$ cat config.mk
export PLATFORM = sky130hd
export DESIGN_NAME = hex_escape_line_encoder_core_flat
export DESIGN_NICKNAME = d
export VERILOG_FILES = /design/src/hdl/hel_pkg.sv /design/src/hdl/hel_if.sv /design/src/hdl/hel_ram.sv /design/src/hdl/hel_front.sv /design/src/hdl/hel_line_q.sv /design/src/hdl/hel_back.sv /design/src/hdl/hex_escape_line_encoder_core.sv /design/src/flat_wrapper.sv
export SDC_FILE = /design/constraint.sdc
export NUM_CORES = 1
export LEC_CHECK = 0
export ABC_CLOCK_PERIOD_IN_PS = 3500
export BUFFER_PORTS_ARGS = -buffer_cell sky130_fd_sc_hd__clkbuf_2
export CAP_MARGIN = 20
export CORE_AREA = 4 4 209 211
export CTS_CLUSTER_DIAMETER = 80
export DETAILED_ROUTE_END_ITERATION = 8
export DIE_AREA = 0 0 213 215
export GPL_ROUTABILITY_DRIVEN = 0
export PLACE_DENSITY = 0.64
export REMOVE_ABC_BUFFERS = 1
export SYNTH_ARGS = -nofsm -noshare
export SYNTH_HDL_FRONTEND = slang
export SYNTH_HIERARCHICAL = 1
export SYNTH_SLANG_ARGS = --single-unit
$ cat constraint.sdc
create_clock -name clk -period 3.5 [get_ports clk]
set_clock_uncertainty 0.1 [all_clocks]
set_input_delay 0.525 -clock clk [delete_from_list [all_inputs] [get_ports clk]]
set_output_delay 0.525 -clock clk [all_outputs]
set_load 0.02 [all_outputs]
$ cat src/hdl/hel_pkg.sv
// shared types, constants and character helpers for the hex escape line encoder
package hel_pkg;

	localparam int MAX_LINE  = 16;
	localparam int LEN_W     = $clog2(MAX_LINE + 1);
	localparam int IDX_W     = (MAX_LINE > 1) ? $clog2(MAX_LINE) : 1;
	localparam int RAM_DEPTH = 2 * MAX_LINE;
	localparam int ADDR_W    = $clog2(RAM_DEPTH);
	localparam int LIMIT_W   = 40;
	localparam int PREFIX_N  = 5;

	localparam logic [7:0] CH_COLON   = 8'h3a;
	localparam logic [7:0] CH_CLOSE   = 8'h5d;
	localparam logic [7:0] CH_NEWLINE = 8'h0a;
	localparam logic [7:0] CH_SPACE   = 8'h20;
	localparam logic [7:0] CH_DEL     = 8'h7f;

	typedef struct packed {
		logic [LEN_W-1:0] len;
		logic             esc;
		logic             ovf;
	} hel_desc_t;

	typedef struct packed {
		logic              we;
		logic [ADDR_W-1:0] addr;
		logic [7:0]        data;
	} hel_wr_t;

	// "$HEX[" one character at a time
	function automatic logic [7:0] prefix_char(input logic [2:0] k);
		logic [7:0] c;
		unique case (k)
			3'd0:    c = 8'h24;
			3'd1:    c = 8'h48;
			3'd2:    c = 8'h45;
			3'd3:    c = 8'h58;
			3'd4:    c = 8'h5b;
			default: c = 8'h00;
		endcase
		return c;
	endfunction

	// lower-case hex digit
	function automatic logic [7:0] hex_char(input logic [3:0] d);
		logic [7:0] c;
		if (d < 4'd10) begin
			c = 8'h30 + {4'h0, d};
		end else begin
			c = 8'h57 + {4'h0, d};
		end
		return c;
	endfunction

	function automatic logic [ADDR_W-1:0] bank_addr(input logic bank,
			input logic [IDX_W-1:0] idx);
		logic [ADDR_W-1:0] a;
		a = ADDR_W'(idx);
		if (bank) begin
			a = a + ADDR_W'(MAX_LINE);
		end
		return a;
	endfunction

endpackage

$ cat src/hdl/hel_if.sv
// valid/ready channel interfaces for line bytes in and characters out
interface hel_in_if;
	logic       valid;
	logic       ready;
	logic [7:0] line_byte;
	logic       byte_present;
	logic       end_of_line;

	modport source (output valid, line_byte, byte_present, end_of_line, input ready);
	modport sink (input valid, line_byte, byte_present, end_of_line, output ready);
endinterface

interface hel_out_if;
	logic       valid;
	logic       ready;
	logic [7:0] out_char;
	logic       line_done;
	logic       truncated;

	modport source (output valid, out_char, line_done, truncated, input ready);
	modport sink (input valid, out_char, line_done, truncated, output ready);
endinterface

$ cat src/hdl/hel_ram.sv
// generic single write port, single read port ram with registered read
module hel_ram #(
	parameter int WIDTH = 8,
	parameter int DEPTH = 32
) (
	input  logic                     clk,
	input  logic                     we,
	input  logic [$clog2(DEPTH)-1:0] waddr,
	input  logic [WIDTH-1:0]         wdata,
	input  logic                     re,
	input  logic [$clog2(DEPTH)-1:0] raddr,
	output logic [WIDTH-1:0]         rdata
);

	logic [WIDTH-1:0] mem_q [DEPTH];

	always_ff @(posedge clk) begin
		if (we) begin
			mem_q[waddr] <= wdata;
		end
		if (re) begin
			rdata <= mem_q[raddr];
		end
	end

endmodule

$ cat src/hdl/hel_front.sv
// front end: takes line words, classifies the line and writes its bytes to the store
module hel_front
	import hel_pkg::*;
(
	input  logic       clk,
	input  logic       arst_n,
	hel_in_if.sink     line_in,
	input  logic       q_full,
	output logic       q_push,
	output hel_desc_t  q_desc,
	output hel_wr_t    wr
);

	logic [LEN_W-1:0] len_q;
	logic             esc_q;
	logic [2:0]       pm_q;
	logic             ovf_q;
	logic             bank_q;

	logic             acc;
	logic             store_byte;
	logic [7:0]       b;
	logic [LEN_W-1:0] len_d;
	logic             esc_d;
	logic [2:0]       pm_d;
	logic             ovf_d;

	// a line's bank stays busy until the back end has sent or dropped it
	assign line_in.ready = !q_full;
	assign acc = line_in.valid && line_in.ready;
	assign b = line_in.line_byte;
	assign store_byte = acc && line_in.byte_present && (len_q < LEN_W'(MAX_LINE));

	always_comb begin
		len_d = len_q;
		esc_d = esc_q;
		pm_d  = pm_q;
		ovf_d = ovf_q;
		if (store_byte) begin
			if (b < CH_SPACE || b >= CH_DEL || b == CH_COLON) begin
				esc_d = 1'b1;
			end
			if (pm_q < 3'(PREFIX_N) && (LEN_W+3)'(len_q) == (LEN_W+3)'(pm_q)
					&& b == prefix_char(pm_q)) begin
				pm_d = pm_q + 3'd1;
			end
			len_d = len_q + LEN_W'(1);
		end else if (acc && line_in.byte_present) begin
			ovf_d = 1'b1;
		end
	end

	assign wr.we   = store_byte;
	assign wr.addr = bank_addr(bank_q, len_q[IDX_W-1:0]);
	assign wr.data = b;

	assign q_push      = acc && line_in.end_of_line;
	assign q_desc.len  = len_d;
	assign q_desc.esc  = esc_d || (pm_d == 3'(PREFIX_N));
	assign q_desc.ovf  = ovf_d;

	always_ff @(posedge clk or negedge arst_n) begin
		if (!arst_n) begin
			len_q  <= '0;
			esc_q  <= 1'b0;
			pm_q   <= '0;
			ovf_q  <= 1'b0;
			bank_q <= 1'b0;
		end else if (q_push) begin
			len_q  <= '0;
			esc_q  <= 1'b0;
			pm_q   <= '0;
			ovf_q  <= 1'b0;
			bank_q <= !bank_q;
		end else begin
			len_q <= len_d;
			esc_q <= esc_d;
			pm_q  <= pm_d;
			ovf_q <= ovf_d;
		end
	end

`ifndef NO_ASSERTIONS
	a_len_bound: assert property (@(posedge clk) disable iff (!arst_n)
		len_q <= LEN_W'(MAX_LINE))
		else $error("front line length beyond capacity");
`endif

endmodule

$ cat src/hdl/hel_line_q.sv
// two-entry queue of finished line descriptors, one per store bank
module hel_line_q
	import hel_pkg::*;
(
	input  logic      clk,
	input  logic      arst_n,
	input  logic      push,
	input  hel_desc_t push_desc,
	input  logic      pop,
	output hel_desc_t head,
	output logic      full,
	output logic      empty
);

	hel_desc_t  ent_q [2];
	logic       wp_q;
	logic       rp_q;
	logic [1:0] cnt_q;

	assign full  = (cnt_q == 2'd2);
	assign empty = (cnt_q == 2'd0);
	assign head  = ent_q[rp_q];

	always_ff @(posedge clk) begin
		if (push) begin
			ent_q[wp_q] <= push_desc;
		end
	end

	always_ff @(posedge clk or negedge arst_n) begin
		if (!arst_n) begin
			wp_q  <= 1'b0;
			rp_q  <= 1'b0;
			cnt_q <= '0;
		end else begin
			if (push) begin
				wp_q <= !wp_q;
			end
			if (pop) begin
				rp_q <= !rp_q;
			end
			if (push && !pop) begin
				cnt_q <= cnt_q + 2'd1;
			end else if (pop && !push) begin
				cnt_q <= cnt_q - 2'd1;
			end
		end
	end

`ifndef NO_ASSERTIONS
	a_no_overrun: assert property (@(posedge clk) disable iff (!arst_n)
		push |-> !full)
		else $error("line queue push while full");
	a_no_underrun: assert property (@(posedge clk) disable iff (!arst_n)
		pop |-> !empty)
		else $error("line queue pop while empty");
`endif

endmodule

$ cat src/hdl/hel_back.sv
// back end: sends a stored line raw or hex escaped, or drops it past the line limit
module hel_back
	import hel_pkg::*;
(
	input  logic               clk,
	input  logic               arst_n,
	input  logic               line_limit_we,
	input  logic [LIMIT_W-1:0] line_limit_wd,
	input  hel_desc_t          q_head,
	input  logic               q_empty,
	output logic               q_pop,
	output logic               ren,
	output logic [ADDR_W-1:0]  raddr,
	input  logic [7:0]         rdata,
	hel_out_if.source          char_out
);

	typedef enum logic [2:0] {
		ST_IDLE,
		ST_PREFIX,
		ST_FETCH,
		ST_HI,
		ST_LO,
		ST_RAW,
		ST_CLOSE,
		ST_NL
	} state_t;

	state_t             state_q;
	logic [LEN_W-1:0]   len_q;
	logic [LEN_W-1:0]   idx_q;
	logic               esc_q;
	logic               ovf_q;
	logic [2:0]         k_q;
	logic               bank_q;
	logic [LIMIT_W-1:0] limit_q;
	logic [LIMIT_W-1:0] sent_q;
	logic               stopped_q;
	logic               out_valid_q;
	logic [7:0]         out_char_q;
	logic               out_done_q;
	logic               out_trunc_q;

	logic               can_emit;
	logic               emit;
	logic [7:0]         emit_char;
	logic               last_byte;
	logic [LIMIT_W-1:0] sent_inc;

	assign can_emit  = !out_valid_q || char_out.ready;
	assign last_byte = (idx_q + LEN_W'(1)) == len_q;
	assign sent_inc  = sent_q + LIMIT_W'(1);

	always_comb begin
		emit      = 1'b0;
		emit_char = CH_NEWLINE;
		case (state_q)
			ST_PREFIX: begin
				emit      = can_emit;
				emit_char = prefix_char(k_q);
			end
			ST_HI: begin
				emit      = can_emit;
				emit_char = hex_char(rdata[7:4]);
			end
			ST_LO: begin
				emit      = can_emit;
				emit_char = hex_char(rdata[3:0]);
			end
			ST_RAW: begin
				emit      = can_emit;
				emit_char = rdata;
			end
			ST_CLOSE: begin
				emit      = can_emit;
				emit_char = CH_CLOSE;
			end
			ST_NL: begin
				emit      = can_emit;
				emit_char = CH_NEWLINE;
			end
			default: begin
				emit      = 1'b0;
				emit_char = CH_NEWLINE;
			end
		endcase
	end

	// the bank is released once the line is sent, or at once when stopped
	assign q_pop = (state_q == ST_IDLE && !q_empty && stopped_q) || (state_q == ST_NL && emit);
	assign ren   = (state_q == ST_FETCH);
	assign raddr = bank_addr(bank_q, idx_q[IDX_W-1:0]);

	assign char_out.valid     = out_valid_q;
	assign char_out.out_char  = out_char_q;
	assign char_out.line_done = out_done_q;
	assign char_out.truncated = out_trunc_q;

	always_ff @(posedge clk or negedge arst_n) begin
		if (!arst_n) begin
			state_q     <= ST_IDLE;
			len_q       <= '0;
			idx_q       <= '0;
			esc_q       <= 1'b0;
			ovf_q       <= 1'b0;
			k_q         <= '0;
			bank_q      <= 1'b0;
			limit_q     <= '0;
			sent_q      <= '0;
			stopped_q   <= 1'b0;
			out_valid_q <= 1'b0;
			out_char_q  <= '0;
			out_done_q  <= 1'b0;
			out_trunc_q <= 1'b0;
		end else begin
			if (line_limit_we) begin
				limit_q <= line_limit_wd;
			end

			if (emit) begin
				out_valid_q <= 1'b1;
				out_char_q  <= emit_char;
				out_done_q  <= (state_q == ST_NL);
				out_trunc_q <= ovf_q;
			end else if (char_out.ready) begin
				out_valid_q <= 1'b0;
			end

			unique case (state_q)
				ST_IDLE: begin
					if (!q_empty) begin
						len_q <= q_head.len;
						esc_q <= q_head.esc;
						ovf_q <= q_head.ovf;
						idx_q <= '0;
						k_q   <= '0;
						if (stopped_q) begin
							bank_q <= !bank_q;
						end else if (q_head.esc) begin
							state_q <= ST_PREFIX;
						end else if (q_head.len == '0) begin
							state_q <= ST_NL;
						end else begin
							state_q <= ST_FETCH;
						end
					end
				end
				ST_PREFIX: begin
					if (emit) begin
						k_q <= k_q + 3'd1;
						if (k_q == 3'(PREFIX_N - 1)) begin
							state_q <= (len_q == '0) ? ST_CLOSE : ST_FETCH;
						end
					end
				end
				ST_FETCH: begin
					state_q <= esc_q ? ST_HI : ST_RAW;
				end
				ST_HI: begin
					if (emit) begin
						state_q <= ST_LO;
					end
				end
				ST_LO: begin
					if (emit) begin
						idx_q   <= idx_q + LEN_W'(1);
						state_q <= last_byte ? ST_CLOSE : ST_FETCH;
					end
				end
				ST_RAW: begin
					if (emit) begin
						idx_q   <= idx_q + LEN_W'(1);
						state_q <= last_byte ? ST_NL : ST_FETCH;
					end
				end
				ST_CLOSE: begin
					if (emit) begin
						state_q <= ST_NL;
					end
				end
				ST_NL: begin
					if (emit) begin
						sent_q  <= sent_inc;
						bank_q  <= !bank_q;
						state_q <= ST_IDLE;
						if (limit_q != '0 && sent_inc >= limit_q) begin
							stopped_q <= 1'b1;
						end
					end
				end
				default: begin
					state_q <= ST_IDLE;
				end
			endcase
		end
	end

`ifndef NO_ASSERTIONS
	a_stop_sticks: assert property (@(posedge clk) disable iff (!arst_n)
		!$fell(stopped_q))
		else $error("stop flag cleared without reset");
	a_fetch_in_line: assert property (@(posedge clk) disable iff (!arst_n)
		state_q == ST_FETCH |-> idx_q < len_q)
		else $error("store read past line length");
	a_done_counts: assert property (@(posedge clk) disable iff (!arst_n)
		(state_q == ST_NL && emit) |=> sent_q == $past(sent_inc))
		else $error("line count not advanced on newline");
`endif

endmodule

$ cat src/hdl/hex_escape_line_encoder_core.sv
// top level of the hex escape line encoder: front end, line queue, store and back end
//
//   channel     dir  words                              handshake
//   line_in     in   line_byte, byte_present, eol       valid/ready
//   char_out    out  out_char, line_done, truncated     valid/ready
//   line_limit  in   40-bit limit                       write enable, no read-back
//
// front takes one word per cycle while one of the two store banks is free
// back sends an escaped line as $HEX[, a store read and two hex digits per byte, ]
// and newline; a raw line as a store read and the byte itself per byte, then newline
// a line past the limit is released by the back end and sends nothing
// arst_n clears all control state; store contents are not reset
// a stalled char_out holds the back end; the front keeps filling the other bank
module hex_escape_line_encoder_core
	import hel_pkg::*;
(
	input  logic               clk,
	input  logic               arst_n,
	hel_in_if.sink             line_in,
	hel_out_if.source          char_out,
	input  logic               line_limit_we,
	input  logic [LIMIT_W-1:0] line_limit_wd
);

	logic              q_full;
	logic              q_empty;
	logic              q_push;
	logic              q_pop;
	hel_desc_t         q_desc;
	hel_desc_t         q_head;
	hel_wr_t           wr;
	logic              ren;
	logic [ADDR_W-1:0] raddr;
	logic [7:0]        rdata;

	hel_front u_front (
		.clk     (clk),
		.arst_n  (arst_n),
		.line_in (line_in),
		.q_full  (q_full),
		.q_push  (q_push),
		.q_desc  (q_desc),
		.wr      (wr)
	);

	hel_line_q u_line_q (
		.clk       (clk),
		.arst_n    (arst_n),
		.push      (q_push),
		.push_desc (q_desc),
		.pop       (q_pop),
		.head      (q_head),
		.full      (q_full),
		.empty     (q_empty)
	);

	hel_ram #(
		.WIDTH (8),
		.DEPTH (RAM_DEPTH)
	) u_store (
		.clk   (clk),
		.we    (wr.we),
		.waddr (wr.addr),
		.wdata (wr.data),
		.re    (ren),
		.raddr (raddr),
		.rdata (rdata)
	);

	hel_back u_back (
		.clk           (clk),
		.arst_n        (arst_n),
		.line_limit_we (line_limit_we),
		.line_limit_wd (line_limit_wd),
		.q_head        (q_head),
		.q_empty       (q_empty),
		.q_pop         (q_pop),
		.ren           (ren),
		.raddr         (raddr),
		.rdata         (rdata),
		.char_out      (char_out)
	);

endmodule

$ cat src/flat_wrapper.sv
// flat-port wrapper written by rule: the top's interface ports become plain ports
module hex_escape_line_encoder_core_flat import hel_pkg::*;
  (clk, arst_n, line_limit_we, line_limit_wd, line_in_valid, line_in_line_byte, line_in_byte_present, line_in_end_of_line, line_in_ready, char_out_valid, char_out_out_char, char_out_line_done, char_out_truncated, char_out_ready);
  hel_in_if line_in_i ();
  hel_out_if char_out_i ();
  input  logic clk;
  input  logic arst_n;
  input  logic line_limit_we;
  input  logic [LIMIT_W-1:0] line_limit_wd;
  input wire logic [$bits(line_in_i.valid)-1:0] line_in_valid;
  input wire logic [$bits(line_in_i.line_byte)-1:0] line_in_line_byte;
  input wire logic [$bits(line_in_i.byte_present)-1:0] line_in_byte_present;
  input wire logic [$bits(line_in_i.end_of_line)-1:0] line_in_end_of_line;
  output wire logic [$bits(line_in_i.ready)-1:0] line_in_ready;
  output wire logic [$bits(char_out_i.valid)-1:0] char_out_valid;
  output wire logic [$bits(char_out_i.out_char)-1:0] char_out_out_char;
  output wire logic [$bits(char_out_i.line_done)-1:0] char_out_line_done;
  output wire logic [$bits(char_out_i.truncated)-1:0] char_out_truncated;
  input wire logic [$bits(char_out_i.ready)-1:0] char_out_ready;
  assign line_in_i.valid = line_in_valid;
  assign line_in_i.line_byte = line_in_line_byte;
  assign line_in_i.byte_present = line_in_byte_present;
  assign line_in_i.end_of_line = line_in_end_of_line;
  assign line_in_ready = line_in_i.ready;
  assign char_out_valid = char_out_i.valid;
  assign char_out_out_char = char_out_i.out_char;
  assign char_out_line_done = char_out_i.line_done;
  assign char_out_truncated = char_out_i.truncated;
  assign char_out_i.ready = char_out_ready;
  hex_escape_line_encoder_core u_core (.clk(clk), .arst_n(arst_n), .line_in(line_in_i), .char_out(char_out_i), .line_limit_we(line_limit_we), .line_limit_wd(line_limit_wd));
endmodule
# ---- After elaboration in Yosys (flattened, before gate mapping)
# Memories as Yosys holds them, arrays and structs flattened. A register that Yosys moved wholly into a read port is not among the register bits.
# Cells that the tools add are included.
# Widths: inputs -> output; s select.
dict set report totals {
  register_bits 126
  ram_bits 270
  input_bits 55
  output_inout_bits 12
  elab_cells 178
  mem_count 2
}
# name depth width read_ports rd_clocked_by_memory_dff wr line
set memory_table {}
lappend memory_table {u_core.u_store.mem_q 32 8 1 1 1 hel_ram.sv:15} ;# logic [WIDTH-1:0] mem_q [DEPTH];
lappend memory_table {u_core.u_line_q.ent_q 2 7 1 0 1 hel_line_q.sv:15} ;# hel_desc_t ent_q [2];
dict set report op_classes {
  add_sub_neg 13
  order_cmp 7
  eq_ne 32
  muxes 54
  bitwise_logic 1
  n_reduce_logical 47
}
# op count
set ops {}
lappend ops {{$pmux 7 s5} 2}
lappend ops {{$mux 3} 20}
lappend ops {{$add 40x1->40 const B} 1}
lappend ops {{$ge 40x40->1} 1}
lappend ops {{$pmux 8 s5} 1}
lappend ops {{$reduce_bool 40->1} 1}
lappend ops {{$mux 5} 6}
lappend ops {{$mux 8} 3}
lappend ops {{$pmux 3 s8} 1}
lappend ops {{$eq 3x3->1 const B} 7}
lappend ops {{$ne 2x2->1 const B} 10}
lappend ops {{$eq 3x2->1 const B} 6}
lappend ops {{$add 7x4->8 const A} 2}
lappend ops {{$mux 1} 16}
lappend ops {{$add 6x4->7 const A} 2}
lappend ops {{$logic_and 1x1->1} 12}
lappend ops {{$add 4x5->5 const B} 2}
lappend ops {{$add 5x1->5 const B} 2}
lappend ops {{$logic_not 5->1} 2}
lappend ops {{$pmux 5 s2} 1}
lappend ops {{$reduce_bool 2->1} 5}
lappend ops {{$eq 3x1->1 const B} 3}
lappend ops {{$logic_not 1->1} 9}
lappend ops {{$logic_not 3->1} 3}
lappend ops {{other kinds (26)} 36}

# ---- Logic depth before layout (Yosys ltp)
# Gate-level depths: netlist of run 1.
dict set report logic_depth {
  depth_word 12
  ltp_mapped 15
  ltp_nobuf 14
}

# ---- Cells and area by module
# The synthesis of run 1 kept the hierarchy.
# module instances cells_each area_each_um2 seq_area_each_um2
set by_module_without_submodules {}
lappend by_module_without_submodules {hel_ram 1 417 10133.5 7927.6}
lappend by_module_without_submodules {hel_back 1 749 6741.5 2777.7}
lappend by_module_without_submodules {hel_front 1 109 988.4 275.3}
lappend by_module_without_submodules {hel_line_q 1 38 699.4 520.5}

# ---- Worst setup path after synthesis of run 1
# No wires, ideal clock.
dict set report synth_path {
  path_type {reg2reg}
  start {reg u_core.u_back.sent_q[0]}
  end {reg u_core.u_back.stopped_q}
  setup_ps 128
  arrival_ps 2918
  required_ps 3272
  setup_slack_ps 354
  stages_incl_launch_ff 15
  n_path_buf 1
  period_less_slack_ps 3146
  path_cell_list {dfrtp_1 -> ha_1 -> nand3_2 -> or3_1 -> buf_6 -> or2_2 -> nor3_2 -> nand3_1 -> xnor2_1 -> ha_1 -> nand4_1 -> a21oi_1 -> a2111oi_0 -> o21a_1 -> o21ai_0}
}
dict set report synth_between {
  elab_chain_len 4
}
# item line
set synth_rtl {}
lappend synth_rtl {{from (decl)} hel_back.sv:37} ;# logic [LIMIT_W-1:0] sent_q;
lappend synth_rtl {{from (signal assigned)} hel_back.sv:183} ;# sent_q <= sent_inc;
lappend synth_rtl {{$add 40x1->40} hel_back.sv:52} ;# assign sent_inc = sent_q + LIMIT_W'(1);
lappend synth_rtl {{named net u_core.u_back.sent_inc[20]} hel_back.sv:48} ;# logic [LIMIT_W-1:0] sent_inc;
lappend synth_rtl {{$ge 40x40->1} hel_back.sv:186} ;# if (limit_q != '0 && sent_inc >= limit_q) begin
lappend synth_rtl {{$logic_and 1x1->1} hel_back.sv:186}
lappend synth_rtl {{$reduce_and 3->1 (no line)} -}
lappend synth_rtl {{to (signal assigned)} hel_back.sv:110} ;# stopped_q <= 1'b0;
lappend synth_rtl {{to (signal assigned)} hel_back.sv:187} ;# stopped_q <= 1'b1;
lappend synth_rtl {{to (decl)} hel_back.sv:38} ;# logic stopped_q;
# The timed path passes the listed nets, and every way through them passes these cells.
# A chain may end at the register's enable or synchronous reset.

# ---- Worst setup path after layout of run 1
dict set report layout_path {
  start {reg u_core.u_back.sent_q[2]}
  end {reg u_core.u_back.stopped_q}
}
# Same word-level chain as after synthesis.

==> metrics.json, run 1 <==
{
  "run_status": {"value": "completed"},
  "core": {"value": 0.0418, "unit": "mm²"},
  "number_of_antenna_cells_inserted": {"value": 0},
  "setup.worst_path.start": {"value": "u_core/u_back/sent_q[2]$_DFFE_PN0P_"},
  "switching_share": {"value": 0.293},
  "avgViaCountPerCell": {"value": 5.45},
  "ys_seq_elements": {"value": 404},
  "synth_top_area_frac": {"value": 0.450},
  "crit_path_cell_trace": {"value": "and3_1, nand4_1, nor3_1, and3_1, nand3_1, xnor2_1, ha_1, a21o_1, nand3_1, a21oi_1, a2111oi_1, o21a_1, o21ai_0"},
  "yosys_most_used_dff": {"value": "edfxtp_1"},
  "share_seq_of_total_power": {"value": 0.441},
  "largest_net_degree_at_the_start_of_global_routing": {"value": 81},
  "internal_power": {"value": 9.72, "unit": "mW"},
  "fin_nets": {"value": 1521},
  "cts_root_buffer": {"value": "clkbuf_16"},
  "grt_usage": {"value": 0.175},
  "crit_fanout": {"value": 5},
  "grt_antenna_before_repair": {"value": 1},
  "die_y": {"value": 215, "unit": "µm"},
  "drt_pre_antenna_iters": {"value": 5},
  "synth-seq-area-share": {"value": 0.620},
  "top_family_by_delay_on_critical_path": {"value": "simple AND/OR/NAND/NOR gates"},
  "p_sw": {"value": 4.02, "unit": "mW"},
  "ys.warnings.count": {"value": 6},
  "final_core_utilization": {"value": 0.507},
  "syn_avg_cell_area": {"value": 14.1, "unit": "µm²"},
  "multi_input_comb_area": {"value": 0.00644, "unit": "mm²"},
  "critical-path-slowest-cell": {"value": "a2111oi_1"},
  "count_of_flip_flops_with_a_built_in_enable_after_synthesis": {"value": 278},
  "vdd_ir_drop_max": {"value": 595, "unit": "µV"},
  "setup.worst_path.class": {"value": "reg -> reg"},
  "pin_count": {"value": 67},
  "synthMostInstantiatedCell": {"value": "edfxtp_1"},
  "placement.setup.worst_slack": {"value": 0.0949, "unit": "ns"},
  "count_of_endpoints_failing_setup_in_the_final_report": {"value": 0},
  "clock_insertion_delay_worst_skew": {"value": 0.59, "unit": "ns"},
  "nFillCells": {"value": 3492},
  "grt_pass1_vias": {"value": 10971},
  "rsz0062_at_grt": {"value": "false"},
  "worst_ep_required_time": {"value": 3.84, "unit": "ns"},
  "capture_point_of_the_critical_path": {"value": "u_core/u_back/stopped_q$_DFFE_PN0P_"},
  "hpwlAfterDp": {"value": 26.7, "unit": "mm"},
  "yosys.cell_types.count": {"value": 67},
  "full_die_area": {"value": 0.0458, "unit": "mm²"},
  "crit-reg2reg-capture": {"value": "u_core/u_back/stopped_q$_DFFE_PN0P_"},
  "slew_viol_final": {"value": 0},
  "grt_pass1_wl": {"value": 62.6, "unit": "mm"},
  "detail_route.drc_violations": {"value": 0},
  "wl_per_cell": {"value": 20.0, "unit": "µm"},
  "postRouteWirelength": {"value": 39.7, "unit": "mm"},
  "min_period": {"value": 3.30, "unit": "ns"},
  "fp.dieW": {"value": 213, "unit": "µm"},
  "netlist_top_cells_area": {"value": "edfxtp_1 (45%), dfrtp_1 (17%), mux4_2 (9.7%)"},
  "netlist_area": {"value": 0.0186, "unit": "mm²"},
  "ys_top_cells_by_count": {"value": "edfxtp_1 (278), dfrtp_1 (126), nand2_1 (101), nor2_1 (93), mux4_2 (80)"},
  "achievable-frequency": {"value": 303, "unit": "MHz"},
  "clk_path_buf_depth": {"value": 3},
  "clock_tree_from_tritoncts": {"value": "built"},
  "worst-slew-pin-transition": {"value": 0.952, "unit": "ns"},
  "cts_made_buffers": {"value": 44},
  "comb_power_share": {"value": 0.222},
  "share_of_layout_cells_above_drive_strength_1": {"value": 0.230},
  "wp_buf_inv": {"value": 0},
  "synth-async-reset-ratio": {"value": 0.312},
  "power.density": {"value": 649, "unit": "mW/mm²"},
  "startpoint_of_the_worst_slack_reg_to_reg_timing_path": {"value": "u_core/u_back/sent_q[2]$_DFFE_PN0P_"},
  "synth_top_cell_by_area": {"value": "edfxtp_1"},
  "gr-total-overflow": {"value": 0},
  "initial_utilization": {"value": 0.445},
  "critPathMaxStageDelay": {"value": 0.45, "unit": "ns"},
  "maxCapViolCount": {"value": 0},
  "final.setup.worst_slack": {"value": 0.198, "unit": "ns"},
  "hp-class": {"value": "in -> reg"},
  "power_leakage": {"value": 7.98, "unit": "nW"},
  "clkSinkCount": {"value": 404},
  "reg2reg_slack": {"value": 0.20, "unit": "ns"},
  "synthesis.instances": {"value": 1313},
  "max_slew_margin": {"value": 0.365},
  "worst_ep_arrival_time": {"value": 3.64, "unit": "ns"},
  "clk_pin_slew_worst_paths": {"value": 0.06, "unit": "ns"},
  "rr_worst_depth": {"value": 13},
  "drt.antenna.violating_nets": {"value": 0},
  "crit_cells": {"value": 13},
  "drt-initial-drc-count": {"value": 796},
  "floorplan.rows": {"value": 75},
  "element_type_at_the_critical_path_end": {"value": "flip-flop"},
  "areaGrowthSynthToFinish": {"value": 14.1, "unit": "%"},
  "postCtsSetupRepairBufs": {"value": 0},
  "post-route-period-util": {"value": 0.943},
  "htree_levels": {"value": 2},
  "final-seq-area": {"value": 0.0115, "unit": "mm²"},
  "hold_violations": {"value": 0},
  "min_delay_path_depth": {"value": 3},
  "timing.critical_path.from_type": {"value": "flip-flop"},
  "dr_total_vias": {"value": 10833},
  "share_of_total_power_in_the_clock_network": {"value": 0.337},
  "buffer_ports.inserted": {"value": 66}
}
[layout by cell type (no fill, tap or decap), types with 4 or more instances in the layout]
master | synthesis | routed
edfxtp_1 | 278 | 278
dfrtp_1 | 126 | 122
nand2_1 | 101 | 101
nor2_1 | 93 | 93
mux4_2 | 80 | 80
clkbuf_2 | 0 | 65
o21ai_0 | 65 | 65
xnor2_1 | 59 | 59
buf_4 | 26 | 58
inv_1 | 58 | 58
ha_1 | 54 | 54
clkbuf_16 | 0 | 44
xor2_1 | 41 | 41
a21oi_1 | 41 | 41
nand3_1 | 35 | 35
mux2_2 | 28 | 28
nand4_1 | 25 | 25
nor4_1 | 15 | 13
clkinv_2 | 0 | 11
and2_1 | 10 | 10
clkbuf_1 | 29 | 9
nor3_1 | 9 | 9
nor2b_1 | 8 | 8
or3_1 | 8 | 7
nand3b_1 | 7 | 7
clkinv_1 | 0 | 6
and3_1 | 6 | 6
and4_1 | 6 | 6
nand2b_1 | 6 | 6
a31oi_1 | 6 | 6
or3b_2 | 6 | 6
bufinv_16 | 0 | 5
a211oi_1 | 5 | 5
buf_12 | 0 | 4
o21a_1 | 4 | 4
[power by group through the flow]
| stage | registers, mW | logic, mW | clock network, mW |
|---|---|---|---|
| 2_1_floorplan | 6.22 | 1.88 | 0 |
| 3_3_place_gp | 6.12 | 3.01 | 0 |
| 3_5_place_dp | 6.15 | 3.06 | 0 |
| 4_1_cts | 6.06 | 3.09 | 4.75 |
| 5_1_grt | 6.12 | 3.34 | 4.98 |
| 6_report | 6.06 | 3.05 | 4.63 |
[sequential cells by signal (all words and copies together), names as in the netlist, 2 cells and up]
signal	flops
u_core/u_front/len_q	5
u_core/u_back/char_out.out_char	8
u_core/u_back/limit_q	40
u_core/u_store/rdata	8
u_core/u_line_q/cnt_q	2
u_core/u_back/len_q	5
u_core/u_back/idx_q	5
u_core/u_front/pm_q	3
u_core/u_line_q/ent_q	14
u_core/u_store/mem_q	256
u_core/u_back/k_q	3
u_core/u_back/sent_q	40
u_core/u_back/state_q	3
[worst min path at each step]
| stage | startpoint | slack [ns] | end |
|---|---|---|---|
| 5_1_grt | line_limit_wd[38] | 0.06 | u_core/u_back/limit_q[38]$_DFFE_PN0P_ |
| 2_1_floorplan | arst_n | 0.13 | u_core/u_back/bank_q$_DFFE_PN0P_ |
| 4_1_cts | line_limit_wd[15] | 0.05 | u_core/u_back/limit_q[15]$_DFFE_PN0P_ |
| 3_5_place_dp | u_core/u_line_q/wp_q$_DFFE_PN0P_ | 0.38 | u_core/u_line_q/wp_q$_DFFE_PN0P_ |
| 3_3_place_gp | u_core/u_line_q/wp_q$_DFFE_PN0P_ | 0.37 | u_core/u_line_q/wp_q$_DFFE_PN0P_ |
| 6_report | line_limit_wd[39] | 0.07 | u_core/u_back/limit_q[39]$_DFFE_PN0P_ |
[worst reg2reg max path, cell delays in order (launching register included)]
cell and delay, ns:
dfrtp_2 0.41, and3_1 0.19, nand4_1 0.24, nor3_1 0.35, and3_1 0.28, nand3_1 0.12, xnor2_1 0.15, ha_1 0.30
a21o_1 0.19, nand3_1 0.07, a21oi_1 0.07, a2111oi_1 0.45, o21a_1 0.19, o21ai_0 0.08
[final cells by class]
class,count,share of cell area
clock buffers,54,0.0542
clock inverters,28,0.0151
inverters,58,0.0103
multi-input cells,775,0.304
flip-flops and latches,404,0.543
well taps,539,0.0318
repair buffers,129,0.0407
[repair_timing]
item	in CTS	in global routing
endpoints found under the setup margin	0	1
hold buffers	1	0
hold endpoints to repair	79	0
resized for setup	0	6
[per-layer routing]
| layer | part of all wire | global-route usage |
|---|---|---|
| met5 | 0.00030 | 0 |
| met4 | 0.028 | 0.0563 |
| met3 | 0.056 | 0.0315 |
| met2 | 0.49 | 0.287 |
| met1 | 0.43 | 0.239 |
[cell families after synthesis]
logic type	count (synthesis)	synth area share
adder cells (fa/ha/maj)	54	0.0364
flip-flops	404	0.620
XOR/XNOR	100	0.0472
AND/OR/NAND/NOR	356	0.0968
buffers and inverters	134	0.0348
AO/OA/AOI/OAI	153	0.0490
multiplexers	112	0.116
[stage by stage]
| step | instances | hold slack, ns | TNS, ns | power (mW) | instance area, µm² |
|---|---|---|---|---|---|
| floorplan | 1237 | 0.129 | -8.97 | 8.10 | 18100 |
| global placement | 1904 | 0.369 | 0 | 9.13 | 19700 |
| detailed placement | 1904 | 0.376 | 0 | 9.21 | 19700 |
| CTS | 1987 | 0.0452 | 0 | 13.9 | 21200 |
| global route | 1987 | 0.0611 | 0 | 14.4 | 21200 |
| finish | 1987 | 0.0669 | 0 | 13.7 | 21200 |
Power figures use the tool's default switching activity.
==> inputs of run 2 (changes only) <==
--- a/config.mk
+++ b/config.mk
@@ -8,12 +8,14 @@
 export ABC_CLOCK_PERIOD_IN_PS = 3500
 export BUFFER_PORTS_ARGS = -buffer_cell sky130_fd_sc_hd__clkbuf_2
 export CAP_MARGIN = 20
+export CELL_PAD_IN_SITES_DETAIL_PLACEMENT = 1
+export CELL_PAD_IN_SITES_GLOBAL_PLACEMENT = 1
 export CORE_AREA = 4 4 209 211
 export CTS_CLUSTER_DIAMETER = 80
 export DETAILED_ROUTE_END_ITERATION = 8
 export DIE_AREA = 0 0 213 215
 export GPL_ROUTABILITY_DRIVEN = 0
-export PLACE_DENSITY = 0.64
+export PLACE_DENSITY = 0.73
 export REMOVE_ABC_BUFFERS = 1
 export SYNTH_ARGS = -nofsm -noshare
 export SYNTH_HDL_FRONTEND = slang
==> metrics.json, run 2 (synthesis results as in run 1) <==
{
  "vdd_ir_drop_max": {"value": 461, "unit": "µV", "change": "was 595 µV"},
  "hp-class": {"value": "in -> reg", "change": "unchanged"},
  "wp_buf_inv": {"value": 0, "change": "unchanged"},
  "clock_tree_from_tritoncts": {"value": "built", "change": "unchanged"},
  "dr_total_vias": {"value": 11004, "change": "was 10.8k"},
  "worst_ep_required_time": {"value": 3.84, "unit": "ns", "change": "about the same"},
  "run_status": {"value": "completed", "change": "unchanged"},
  "max_slew_margin": {"value": 0.331, "change": "was 0.365"},
  "hold_violations": {"value": 0, "change": "unchanged"},
  "hpwlAfterDp": {"value": 30.3, "unit": "mm", "change": "was 26.7 mm"},
  "postRouteWirelength": {"value": 43.7, "unit": "mm", "change": "was 39.7 mm"},
  "wl_per_cell": {"value": 22.0, "unit": "µm", "change": "was 20.0 µm"},
  "avgViaCountPerCell": {"value": 5.55, "change": "was 5.45"},
  "cts_root_buffer": {"value": "clkbuf_16", "change": "unchanged"},
  "slew_viol_final": {"value": 0, "change": "unchanged"},
  "drt.antenna.violating_nets": {"value": 0, "change": "unchanged"},
  "clk_path_buf_depth": {"value": 3, "change": "unchanged"},
  "fp.dieW": {"value": 213, "unit": "µm", "change": "unchanged"},
  "critPathMaxStageDelay": {"value": 0.41, "unit": "ns", "change": "was 0.45 ns"},
  "grt_pass1_wl": {"value": 68.9, "unit": "mm", "change": "was 62.6 mm"},
  "clock_insertion_delay_worst_skew": {"value": 0.57, "unit": "ns", "change": "was 0.59 ns"},
  "worst-slew-pin-transition": {"value": 1.00, "unit": "ns", "change": "was 0.952 ns"},
  "crit_cells": {"value": 13, "change": "unchanged"},
  "startpoint_of_the_worst_slack_reg_to_reg_timing_path": {"value": "u_core/u_back/sent_q[0]$_DFFE_PN0P_", "change": "was u_core/u_back/sent_q[2]$_DFFE_PN0P_"},
  "min-delay-start": {"value": "line_limit_wd[19]", "change": "was line_limit_wd[39]"},
  "power_leakage": {"value": 7.99, "unit": "nW", "change": "was 7.98 nW"},
  "rsz0062_at_grt": {"value": "false", "change": "unchanged"},
  "hold_end": {"value": "u_core/u_back/limit_q[19]$_DFFE_PN0P_", "change": "was u_core/u_back/limit_q[39]$_DFFE_PN0P_"},
  "clk_pin_slew_worst_paths": {"value": 0.06, "unit": "ns", "change": "about the same"},
  "worst_ep_arrival_time": {"value": 3.63, "unit": "ns", "change": "was 3.64 ns"},
  "full_die_area": {"value": 0.0458, "unit": "mm²", "change": "unchanged"},
  "largest_register": {"value": "u_core/u_store/mem_q", "change": "unchanged"},
  "gr-max-usage-layer": {"value": "met2", "change": "unchanged"},
  "top_family_by_delay_on_critical_path": {"value": "simple AND/OR/NAND/NOR gates", "change": "unchanged"},
  "largest_net_degree_at_the_start_of_global_routing": {"value": 90, "change": "was 81"},
  "element_type_at_the_critical_path_end": {"value": "flip-flop", "change": "unchanged"},
  "drt_pre_antenna_iters": {"value": 5, "change": "unchanged"},
  "grt_pass1_vias": {"value": 11992, "change": "was 11.0k"},
  "number_of_antenna_cells_inserted": {"value": 0, "change": "unchanged"},
  "areaGrowthSynthToFinish": {"value": 14.2, "unit": "%", "change": "was 14.1%"},
  "grt_usage": {"value": 0.194, "change": "was 0.175"},
  "power.density": {"value": 654, "unit": "mW/mm²", "change": "was 649 mW/mm²"},
  "die_y": {"value": 215, "unit": "µm", "change": "unchanged"},
  "layout_top_registers": {"value": "u_core/u_store/mem_q x256, u_core/u_back/limit_q x40, u_core/u_back/sent_q x40", "change": "unchanged"},
  "detail_route.drc_violations": {"value": 0, "change": "unchanged"},
  "critical-path-slowest-cell": {"value": "dfrtp_1", "change": "was a2111oi_1"},
  "cts_made_buffers": {"value": 44, "change": "unchanged"},
  "min_delay_path_depth": {"value": 3, "change": "unchanged"},
  "total_power": {"value": 13.9, "unit": "mW", "change": "was 13.7 mW"},
  "largest_reg_flops": {"value": 256, "change": "unchanged"},
  "reg2reg_slack": {"value": 0.21, "unit": "ns", "change": "was 0.20 ns"},
  "drt-initial-drc-count": {"value": 641, "change": "was 796"},
  "groute.layer.met1.usage": {"value": 0.255, "change": "was 0.239"},
  "timing.critical_path.from_type": {"value": "flip-flop", "change": "unchanged"},
  "htree_levels": {"value": 2, "change": "unchanged"},
  "rr_worst_depth": {"value": 13, "change": "unchanged"},
  "achievable-frequency": {"value": 304, "unit": "MHz", "change": "was 303 MHz"},
  "setup-tns-final": {"value": 0, "unit": "ns", "change": "unchanged"},
  "gr-total-overflow": {"value": 0, "change": "unchanged"},
  "fin_nets": {"value": 1522, "change": "was 1521"},
  "maxCapViolCount": {"value": 0, "change": "unchanged"},
  "clkSinkCount": {"value": 404, "change": "unchanged"},
  "count_of_endpoints_failing_setup_in_the_final_report": {"value": 0, "change": "unchanged"},
  "layout_commonest_cell": {"value": "edfxtp_1", "change": "unchanged"},
  "grt.met2_usage": {"value": 0.331, "change": "was 0.287"},
  "grt_antenna_before_repair": {"value": 3, "change": "was 1"},
  "pin_count": {"value": 67, "change": "unchanged"},
  "share_of_layout_cells_above_drive_strength_1": {"value": 0.229, "change": "was 0.230"},
  "core": {"value": 0.0418, "unit": "mm²", "change": "unchanged"},
  "crit_fanout": {"value": 7, "change": "was 5"},
  "crit-reg2reg-capture": {"value": "u_core/u_back/stopped_q$_DFFE_PN0P_", "change": "unchanged"},
  "final_cell_mix": {"value": "edfxtp_1 (278), dfrtp_1 (124), nand2_1 (101)", "change": "was edfxtp_1 (278), dfrtp_1 (122), nand2_1 (101)"},
  "cell_area_placed": {"value": 0.0197, "unit": "mm²", "change": "about the same"},
  "floorplan.rows": {"value": 75, "change": "unchanged"},
  "buffer_ports.inserted": {"value": 66, "change": "unchanged"},
  "min_period": {"value": 3.29, "unit": "ns", "change": "was 3.30 ns"},
  "finalInstanceArea": {"value": 0.0212, "unit": "mm²", "change": "about the same"},
  "crit_path_cell_trace": {"value": "ha_2, nand3_2, or3_4, or2_2, nor3_2, nand3_1, xnor2_1, ha_1, nand4_1, a21oi_1, a2111oi_2, o21a_1, o21ai_1", "change": "was and3_1, nand4_1, nor3_1, and3_1, nand3_1, xnor2_1, ha_1, a21o_1, nand3_1, a21oi_1, a2111oi_1, o21a_1, o21ai_0"},
  "initial_utilization": {"value": 0.445, "change": "unchanged"},
  "grt.met3_usage": {"value": 0.0382, "change": "was 0.0315"},
  "post-route-period-util": {"value": 0.939, "change": "was 0.943"},
  "setup.worst_path.class": {"value": "reg -> reg", "change": "unchanged"}
}
-- run 2: cell types whose count changed in the layout (fill, tap and decap cells not counted), moves of 2 or more --
cell	previous run	this run
clkinv_2	11	6
dfrtp_1	122	124
clkbuf_8	1	4
clkbuf_1	9	11
clkinv_1	6	2
dfrtp_2	3	1
-- run 2: what timing repair did --
action	CTS	global route
buffers inserted	0	1
hold endpoints to repair	88	0
hold buffers	1	0
pin swaps	0	0
gates resized for setup	1	5
endpoints found under the setup margin	1	1
-- run 2: cell type report --
cell class / instances / area (µm²)
inverters: 58 / 218
clock buffers: 60 / 1220
repair buffers: 130 / 882
clock inverters: 17 / 250
well taps: 539 / 674
fillers: 4123 / 20600
flip-flops and latches: 404 / 11500
multi-input cells: 775 / 6440
-- run 2: per-stage QoR --
stage / hold WS [ns] / setup WS (ns) / cells / util
2_1_floorplan: 0.129 / -0.866 / 1237 / -
3_3_place_gp: 0.369 / 0.128 / 1904 / 0.471
3_5_place_dp: 0.379 / -0.0390 / 1904 / 0.471
4_1_cts: 0.0354 / 0.00341 / 1982 / 0.507
5_1_grt: 0.0665 / 0.0180 / 1983 / 0.507
6_report: 0.0734 / 0.214 / 1983 / 0.507
-- run 2: tightest hold or removal path, cell delays in order --
cell	delay, ns
clkbuf_2	0.08
nand2_1	0.04
o21ai_0	0.05
-- run 2: worst max path at each step --
stage                                                   start                                  end  slack [ns]
after floorplan            u_core/u_back/idx_q[0]$_DFFE_PN0P_    u_core/u_store/rdata[0]$_DFFE_PP_       -0.87
after global placement    u_core/u_back/sent_q[0]$_DFFE_PN0P_  u_core/u_back/stopped_q$_DFFE_PN0P_        0.13
after detailed placement  u_core/u_back/sent_q[0]$_DFFE_PN0P_  u_core/u_back/stopped_q$_DFFE_PN0P_       -0.04
after CTS                 u_core/u_back/sent_q[0]$_DFFE_PN0P_  u_core/u_back/stopped_q$_DFFE_PN0P_       0.003
after global routing      u_core/u_back/sent_q[2]$_DFFE_PN0P_  u_core/u_back/stopped_q$_DFFE_PN0P_        0.02
final                     u_core/u_back/sent_q[0]$_DFFE_PN0P_  u_core/u_back/stopped_q$_DFFE_PN0P_        0.21
-- run 2: power by group --
part	switching, mW	internal [mW]	total, mW
logic	1.67	1.44	3.11
clock network	1.87	2.82	4.69
registers	0.502	5.56	6.06
total	4.04	9.82	13.9
-- run 2: layer usage --
layer,share of wire,wire length (µm)
met1,0.43,18700
met2,0.50,21800
met3,0.049,2130
met4,0.023,992
met5,0.00039,17
